--- src/rtl/sldf_pkg.sv ---
// Shared types, constants and the CRC-8 step for the sync/length/CRC-8 deframer.
package sldf_pkg;

    localparam int WRITE_LIMIT = 256;
    localparam int WPOS_W      = $clog2(WRITE_LIMIT + 1);

    localparam int QUEUE_DEPTH = 2;
    localparam int QPTR_W      = $clog2(QUEUE_DEPTH);
    localparam int QCNT_W      = $clog2(QUEUE_DEPTH + 1);

    localparam logic [7:0] SYNC_FIRST  = 8'hAA;
    localparam logic [7:0] SYNC_SECOND = 8'h55;
    localparam logic [7:0] CRC_POLY    = 8'h31;

    localparam logic [1:0] KIND_TYPE    = 2'd0;
    localparam logic [1:0] KIND_PAYLOAD = 2'd1;
    localparam logic [1:0] KIND_NONE    = 2'd2;

    localparam logic [1:0] VERDICT_OPEN      = 2'd0;
    localparam logic [1:0] VERDICT_GOOD      = 2'd1;
    localparam logic [1:0] VERDICT_BAD       = 2'd2;
    localparam logic [1:0] VERDICT_TRUNCATED = 2'd3;

    typedef struct packed {
        logic [7:0] data_byte;
        logic       end_of_write;
    } in_item_t;

    typedef struct packed {
        logic [7:0] out_byte;
        logic [1:0] byte_kind;
        logic [1:0] verdict;
        logic       frame_last;
    } out_item_t;

    // MSB-first CRC-8 over one byte
    function automatic logic [7:0] crc8_feed(input logic [7:0] crc, input logic [7:0] b);
        logic [7:0] c;
        c = crc ^ b;
        for (int i = 0; i < 8; i++) begin
            if (c[7])
            begin
                c = {c[6:0], 1'b0} ^ CRC_POLY;
            end
            else
            begin
                c = {c[6:0], 1'b0};
            end
        end
        return c;
    endfunction

endpackage

--- src/rtl/sldf_front.sv ---
// Byte parser: hunts sync, tracks header, length and CRC; at most one result per beat.
module sldf_front (
    input  logic               clk,
    input  logic               rst_n,
    input  logic               item_valid,
    output logic               item_stall,
    input  sldf_pkg::in_item_t item,
    input  logic               queue_full,
    output logic               push,
    output sldf_pkg::out_item_t push_item
);
    import sldf_pkg::*;

    localparam logic [2:0] PH_HUNT1   = 3'd0;
    localparam logic [2:0] PH_HUNT2   = 3'd1;
    localparam logic [2:0] PH_LENH    = 3'd2;
    localparam logic [2:0] PH_LENL    = 3'd3;
    localparam logic [2:0] PH_TYPE    = 3'd4;
    localparam logic [2:0] PH_PAYLOAD = 3'd5;
    localparam logic [2:0] PH_CRC     = 3'd6;

    logic [2:0]        phase_reg, phase_next;
    logic [7:0]        len_hi_reg, len_hi_next;
    logic [15:0]       remaining_reg, remaining_next;
    logic [7:0]        crc_reg, crc_next;
    logic [WPOS_W-1:0] wpos_reg, wpos_next;
    logic              type_passed_reg, type_passed_next;

    logic       accept;
    logic       in_limit;
    logic       cut;
    logic       has_result;
    logic [7:0] crc_step;
    logic [7:0] b;

    assign item_stall = queue_full;
    assign accept     = item_valid && !queue_full;
    assign b          = item.data_byte;
    assign in_limit   = (wpos_reg != WPOS_W'(WRITE_LIMIT));
    assign crc_step   = crc8_feed((phase_reg == PH_TYPE) ? 8'd0 : crc_reg, b);

    always_comb
    begin
        phase_next       = phase_reg;
        len_hi_next      = len_hi_reg;
        remaining_next   = remaining_reg;
        crc_next         = crc_reg;
        wpos_next        = wpos_reg;
        type_passed_next = type_passed_reg;
        has_result       = 1'b0;
        push_item.out_byte   = 8'd0;
        push_item.byte_kind  = KIND_NONE;
        push_item.verdict    = VERDICT_OPEN;
        push_item.frame_last = 1'b0;
        cut = item.end_of_write || (wpos_reg == WPOS_W'(WRITE_LIMIT - 1));

        if (!in_limit)
        begin
            // past the limit: drop the beat, only the write end matters
            if (item.end_of_write)
            begin
                wpos_next = '0;
            end
        end
        else
        begin
            wpos_next = wpos_reg + 1'b1;
            unique case (phase_reg)
                PH_HUNT1:
                begin
                    if (b == SYNC_FIRST)
                    begin
                        phase_next = PH_HUNT2;
                    end
                end
                PH_HUNT2:
                begin
                    if (b == SYNC_SECOND)
                    begin
                        phase_next = PH_LENH;
                    end
                    else if (b != SYNC_FIRST)
                    begin
                        phase_next = PH_HUNT1;
                    end
                end
                PH_LENH:
                begin
                    len_hi_next = b;
                    phase_next  = PH_LENL;
                end
                PH_LENL:
                begin
                    remaining_next = {len_hi_reg, b};
                    phase_next     = PH_TYPE;
                end
                PH_TYPE:
                begin
                    crc_next             = crc_step;
                    type_passed_next     = 1'b1;
                    push_item.out_byte   = b;
                    push_item.byte_kind  = KIND_TYPE;
                    has_result           = 1'b1;
                    phase_next = (remaining_reg != 16'd0) ? PH_PAYLOAD : PH_CRC;
                end
                PH_PAYLOAD:
                begin
                    crc_next            = crc_step;
                    push_item.out_byte  = b;
                    push_item.byte_kind = KIND_PAYLOAD;
                    has_result          = 1'b1;
                    remaining_next      = remaining_reg - 16'd1;
                    if (remaining_reg == 16'd1)
                    begin
                        phase_next = PH_CRC;
                    end
                end
                PH_CRC:
                begin
                    push_item.verdict    = (b == crc_reg) ? VERDICT_GOOD : VERDICT_BAD;
                    push_item.frame_last = 1'b1;
                    has_result           = 1'b1;
                    phase_next           = PH_HUNT1;
                    remaining_next       = 16'd0;
                    len_hi_next          = 8'd0;
                    crc_next             = 8'd0;
                    type_passed_next     = 1'b0;
                end
                default:
                begin
                    phase_next       = PH_HUNT1;
                    remaining_next   = 16'd0;
                    len_hi_next      = 8'd0;
                    crc_next         = 8'd0;
                    type_passed_next = 1'b0;
                end
            endcase

            if (cut)
            begin
                // close an open frame as truncated, then hunt again; a type byte
                // on this beat already opens the frame
                if (type_passed_next)
                begin
                    push_item.verdict    = VERDICT_TRUNCATED;
                    push_item.frame_last = 1'b1;
                    has_result           = 1'b1;
                end
                phase_next       = PH_HUNT1;
                remaining_next   = 16'd0;
                len_hi_next      = 8'd0;
                crc_next         = 8'd0;
                type_passed_next = 1'b0;
                if (item.end_of_write)
                begin
                    wpos_next = '0;
                end
            end
        end
    end

    assign push = accept && has_result;

    always_ff @(posedge clk or negedge rst_n)
    begin
        if (!rst_n)
        begin
            phase_reg       <= PH_HUNT1;
            len_hi_reg      <= 8'd0;
            remaining_reg   <= 16'd0;
            crc_reg         <= 8'd0;
            wpos_reg        <= '0;
            type_passed_reg <= 1'b0;
        end
        else if (accept)
        begin
            phase_reg       <= phase_next;
            len_hi_reg      <= len_hi_next;
            remaining_reg   <= remaining_next;
            crc_reg         <= crc_next;
            wpos_reg        <= wpos_next;
            type_passed_reg <= type_passed_next;
        end
    end

endmodule

--- src/rtl/sldf_queue.sv ---
// Result queue between the parser and the output channel.
module sldf_queue (
    input  logic                clk,
    input  logic                rst_n,
    input  logic                push,
    input  sldf_pkg::out_item_t push_item,
    output logic                full,
    output logic                res_valid,
    input  logic                res_stall,
    output sldf_pkg::out_item_t res
);
    import sldf_pkg::*;

    out_item_t         mem [QUEUE_DEPTH];
    logic [QPTR_W-1:0] wr_ptr_reg, wr_ptr_next;
    logic [QPTR_W-1:0] rd_ptr_reg, rd_ptr_next;
    logic [QCNT_W-1:0] count_reg, count_next;
    logic              pop;

    assign full      = (count_reg == QCNT_W'(QUEUE_DEPTH));
    assign res_valid = (count_reg != '0);
    assign res       = mem[rd_ptr_reg];
    assign pop       = res_valid && !res_stall;

    always_comb
    begin
        wr_ptr_next = wr_ptr_reg;
        rd_ptr_next = rd_ptr_reg;
        count_next  = count_reg;
        if (push)
        begin
            wr_ptr_next = (wr_ptr_reg == QPTR_W'(QUEUE_DEPTH - 1)) ? '0 : wr_ptr_reg + 1'b1;
        end
        if (pop)
        begin
            rd_ptr_next = (rd_ptr_reg == QPTR_W'(QUEUE_DEPTH - 1)) ? '0 : rd_ptr_reg + 1'b1;
        end
        if (push && !pop)
        begin
            count_next = count_reg + 1'b1;
        end
        else if (pop && !push)
        begin
            count_next = count_reg - 1'b1;
        end
    end

    always_ff @(posedge clk)
    begin
        if (push)
        begin
            mem[wr_ptr_reg] <= push_item;
        end
    end

    always_ff @(posedge clk or negedge rst_n)
    begin
        if (!rst_n)
        begin
            wr_ptr_reg <= '0;
            rd_ptr_reg <= '0;
            count_reg  <= '0;
        end
        else
        begin
            wr_ptr_reg <= wr_ptr_next;
            rd_ptr_reg <= rd_ptr_next;
            count_reg  <= count_next;
        end
    end

endmodule

--- src/rtl/sync_length_crc8_frame_deframer_top.sv ---
// Each result is registered in the queue when its byte is accepted and offered in order.
// Throughput: one byte per cycle unless the queue is full; the CRC-8 step is combinational.
// A two-entry result queue lets the input keep flowing while a result waits on the output.
// The input stalls only when that queue is full.
// Reset (rst_n low, asynchronous) returns the parser to sync hunt at write position zero
// and empties the queue.
module sync_length_crc8_frame_deframer_top (
    input  logic                clk,
    input  logic                rst_n,
    input  logic                item_valid,
    output logic                item_stall,
    input  sldf_pkg::in_item_t  item,
    output logic                res_valid,
    input  logic                res_stall,
    output sldf_pkg::out_item_t res
);
    import sldf_pkg::*;

    logic      queue_full;
    logic      push;
    out_item_t push_item;

    sldf_front u_front (
        .clk        (clk),
        .rst_n      (rst_n),
        .item_valid (item_valid),
        .item_stall (item_stall),
        .item       (item),
        .queue_full (queue_full),
        .push       (push),
        .push_item  (push_item)
    );

    sldf_queue u_queue (
        .clk       (clk),
        .rst_n     (rst_n),
        .push      (push),
        .push_item (push_item),
        .full      (queue_full),
        .res_valid (res_valid),
        .res_stall (res_stall),
        .res       (res)
    );

endmodule
--- config.mk ---
export PLATFORM = sky130hd
export DESIGN_NAME = sync_length_crc8_frame_deframer_top
export DESIGN_NICKNAME = d
export VERILOG_FILES = /design/src/rtl/sldf_pkg.sv /design/src/rtl/sldf_front.sv /design/src/rtl/sldf_queue.sv /design/src/rtl/sync_length_crc8_frame_deframer_top.sv
export SDC_FILE = /design/constraint.sdc
export NUM_CORES = 1
export LEC_CHECK = 0
export ABC_AREA = 1
export ABC_CLOCK_PERIOD_IN_PS = 2840
export BUFFER_PORTS_ARGS = -buffer_cell sky130_fd_sc_hd__buf_2
export CAP_MARGIN = 20
export CORE_MARGIN = 2
export CORE_UTILIZATION = 55
export CTS_CLUSTER_DIAMETER = 40
export DETAILED_ROUTE_END_ITERATION = 7
export PLACE_DENSITY = 0.76
export SLEW_MARGIN = 20
export SYNTH_ARGS = -nofsm -noshare
export SYNTH_HDL_FRONTEND = slang
export SYNTH_SLANG_ARGS = --single-unit
--- constraint.sdc ---
create_clock -name clk -period 2.84 [get_ports clk]
set_clock_uncertainty 0.1 [all_clocks]
set_input_delay 0.568 -clock clk [delete_from_list [all_inputs] [get_ports clk]]
set_output_delay 0.568 -clock clk [all_outputs]
set_load 0.05 [all_outputs]
==> results <==
- Among the stages of the critical path, the cell type that occurs most often is sky130_fd_sc_hd__nor2_2.
- The number of vias per cell is 5.41.
- The relative slew slack is 0.583.
- The completed layout was analyzed and its total power is 0.00320 W.
- The first-pass iteration count of the detailed router is 7.
- Traced cell by cell, the critical path runs through ha_2 -> nand3_2 -> nor3_2 -> nand2_1 -> nor2_2 -> ha_2 -> nor2_4 -> nor2_2 -> a21oi_1 -> nor2_2 -> ha_1 -> a21oi_1 -> o21ai_0 -> xor2_1.
- Of all nets on the critical path, the largest fanout is 8.
- Routability-driven placement finished with a final weighted congestion of 0.875.
- The total congestion overflow is 0.
- For this run, the register share of the synthesized area comes to 0.460.
- The die span in x is 93.1 um.
- The sequential cell area is 0.00201 sq mm.
- The share of total power dissipated in the clock network is 0.298.
- The time the final worst path needs with I/O delays and setup is 2.63 ns.
- Setup violations remaining at the end of the flow were counted as 0.
- The internal power is 0.00192 W.
- The power per cell area is 659 mW/mm^2.
- For this run, the post-layout net count is 613.
- The run finished with clean final reports.
- On the worst path, the slowest cell contributes a delay of 0.39 ns.
- The placeable core region is 0.00769 sq mm.
- The synthesized area divided by synthesized cell count is 7.79 sq um.
- Counting flops and latches in the post-synthesis netlist gives 75.
- The maximum count of clock buffers along a single path is 2.
- The min-delay analysis places its worst path in the category input port to async pin.
- The chip height is 93.1 um.
- The detail route stage leaves a number of antenna-violating nets equal to 0.
- The routed length per placed instance is 13.5 um.
- The clock latency at the later pin of the worst-skew pair is 0.37 ns.
- The arrival time of data at the critical path endpoint is 2.78 ns.
- The total inserted antenna cells is 0.
- CTS built an H-tree with a depth of 3.
- The signed area change from the synthesized netlist to the final layout is 11.6%.
- The total nets after synthesis is 580.
- The final-layout fill cell count is 654.
- The Yosys step of the flow raised 0 warnings.
- The routed via count is 3784.
- The share of total power dissipated in sequential elements is 0.383.
- The distinct cell type count after synthesis is 37.
- The worst setup path is captured at a flop.
- The required arrival time at the worst endpoint is 2.99 ns.
- The worst supply voltage drop on vdd is 0.362 mV.
- The initial antenna violation count is 0.
- Detailed placement ended at an HPWL of 6710 um.
- CTS saw 75 sinks.
- The slowest stage of the critical path is the sky130_fd_sc_hd__dfrtp_1 cell.
- The final count of pins violating max slew came to 0.
- Max-cap violations in this run came to 0.
- The type of element launching the critical path is a flop.
- The die area is 0.00866 sq mm.
- In this run the core area contains 32 standard-cell rows.
- The fraction of layout cells with a size suffix above 1 is 0.132.
- TritonCTS built the clock tree.
- The share of total power dissipated in combinational logic is 0.319.
- The routed wire length is 9460 um.
- The post-synthesis instance area is 0.00436 sq mm.
- The critical path starts at u_front.wpos_reg[0]$_DFFE_PN0P_.
- The clock input transition at the sequential cells of the worst setup and hold paths is 0.09 ns.
- Synthesis handed over a netlist of 560 instances.
- The top-level I/O count is 28.
- The final number of hold-violating endpoints was 0.
- The area of the multi-input gates is 0.00198 sq mm.
- The post-route clock period utilization is 0.927.
- Adding up every negative setup slack in the final design gives 0 ns.
- The switching share of power is 0.402.
- The maximum achievable frequency is 0.380 GHz.
- Leaving out fill and tap cells, the most frequent cells in the layout are sky130_fd_sc_hd__nand2_1, sky130_fd_sc_hd__inv_1, sky130_fd_sc_hd__dfrtp_1.
- The reg-to-reg critical path startpoint is u_front.wpos_reg[0]$_DFFE_PN0P_.
- The critical path start-end classification is flop to flop.
- The first global-routing pass estimated 16000 um of wire.
- Leaving out fill and tap cells, the most frequent cell in the layout is sky130_fd_sc_hd__nand2_1.
- The leakage power is 2.33 nW.
- The DRC violation count after routing is 0.
- The register with the most flip-flops in the layout has 26 of them.
- The initial DRC count is 238.
- The transition at the pin with the smallest max-transition slack is 0.625 ns.
- In this run, CTS created clock tree buffers numbering 9.
- For this configuration, the core starts out at a cell density of 0.567.
- The net switching power is 0.00129 W.
- The maximum number of pins on one net before global-route repair is 50.
- For this run, the total global-route usage over all layers was measured as 0.236.
- The number of global-route vias before repair is 3425.
- The cell sitting at the root of the clock tree is a sky130_fd_sc_hd__clkbuf_8.
- The count of input and output buffers is 27.
## power groups by stage
stage | Clock (W) | Combinational (W) | Sequential (W)
finish | 0.000954 | 0.00102 | 0.00123
global route | 0.00101 | 0.00111 | 0.00124
CTS | 0.000977 | 0.00101 | 0.00123
detailed placement | 0 | 0.00101 | 0.00125
global placement | 0 | 0.000999 | 0.00125
floorplan | 0 | 0.000808 | 0.00122
## worst max-delay path: cells and delay by family, from the launching register on
kind / cells / cell delay, ns
AOI/OAI and AO/OA: 3 / 0.28
xor gates and xnor gates: 1 / 0.15
adders and majority gates: 3 / 0.69
DFF: 1 / 0.39
and+or+nand+nor: 7 / 0.91
## final cells by class
| type | count | share of cell area |
|---|---|---|
| clock inverter | 7 | 0.0221 |
| multi-input combinational | 384 | 0.407 |
| tap | 102 | 0.0262 |
| clock buffer | 9 | 0.0255 |
| sequential | 75 | 0.412 |
| inverter | 89 | 0.0687 |
| timing repair buffer | 34 | 0.0386 |
## path summary, 6_finish.rpt
kind | endpoint | cells past startpoint | slack (ns)
min in group clk | u_queue.rd_ptr_reg$_DFFE_PN0P_ | 4 | 0.40
max in group asynchronous | u_front.remaining_reg[5]$_DFFE_PN0P_ | 2 | 2.02
hold reg to reg | u_front.type_passed_reg$_DFFE_PN0P_ | 2 | 0.40
setup reg to reg | u_queue.count_reg[1]$_DFFE_PN0P_ | 14 | 0.21
setup / recovery | u_queue.count_reg[1]$_DFFE_PN0P_ | 14 | 0.21
hold / removal | u_front.remaining_reg[10]$_DFFE_PN0P_ | 2 | 0.20
## per-stage QoR
stage | util | area (sq um) | std cells | hold WS, ns | setup slack (ns)
2_1_floorplan | - | 4360 | 560 | 0.172 | 0.113
5_1_grt | 0.633 | 4870 | 700 | 0.259 | -0.00162
6_report | 0.633 | 4870 | 700 | 0.204 | 0.208
3_5_place_dp | 0.599 | 4600 | 683 | 0.378 | 0.113
3_3_place_gp | 0.599 | 4600 | 683 | 0.379 | 0.258
4_1_cts | 0.629 | 4840 | 699 | 0.215 | 0.0940
## cells by family after synthesis
logic type               Yosys count  synth area share
AO/OA/AOI/OAI                     86             0.118
XOR/XNOR                          19            0.0442
AND/OR/NAND/NOR                  272             0.266
adder cells (fa/ha/maj)            7            0.0201
flip-flops                        75             0.460
buffers and inverters            101            0.0915
## layer usage
metal / wire, um / track usage
met1: 4130 / 0.316
met4: 180 / 0.0956
met2: 4570 / 0.383
met5: 0 / 0
met3: 576 / 0.0411
## cell usage after synthesis, drive strengths merged
library cell | instances | area, sq um
nor2 | 50 | 213
dfrtp | 49 | 1230
nand2 | 163 | 639
clkbuf | 6 | 22.5
inv | 89 | 334
edfxtp | 26 | 781
nor3 | 7 | 35.0
o22ai | 25 | 156
nand3 | 40 | 200
o21bai | 1 | 11.3
buf | 6 | 42.5
o32ai | 1 | 8.76
ha | 7 | 87.6
o21ai | 44 | 228
xor2 | 13 | 140
nand4 | 5 | 31.3
a21oi | 8 | 51.3
o31ai | 1 | 7.51
a22oi | 2 | 15.0
xnor2 | 6 | 52.6
a32oi | 1 | 8.76
a31oi | 2 | 18.8
o21a | 1 | 7.51
or2 | 2 | 12.5
nor4 | 5 | 31.3
## what timing repair did
action | 4_1_cts | 5_1_grt
setup endpoints to repair | 0 | 22
buffers inserted | 0 | 1
endpoints found under the hold margin | 0 | 0
resized for setup | 0 | 7
hold buffers | 0 | 0
Power figures use the tool's default switching activity.
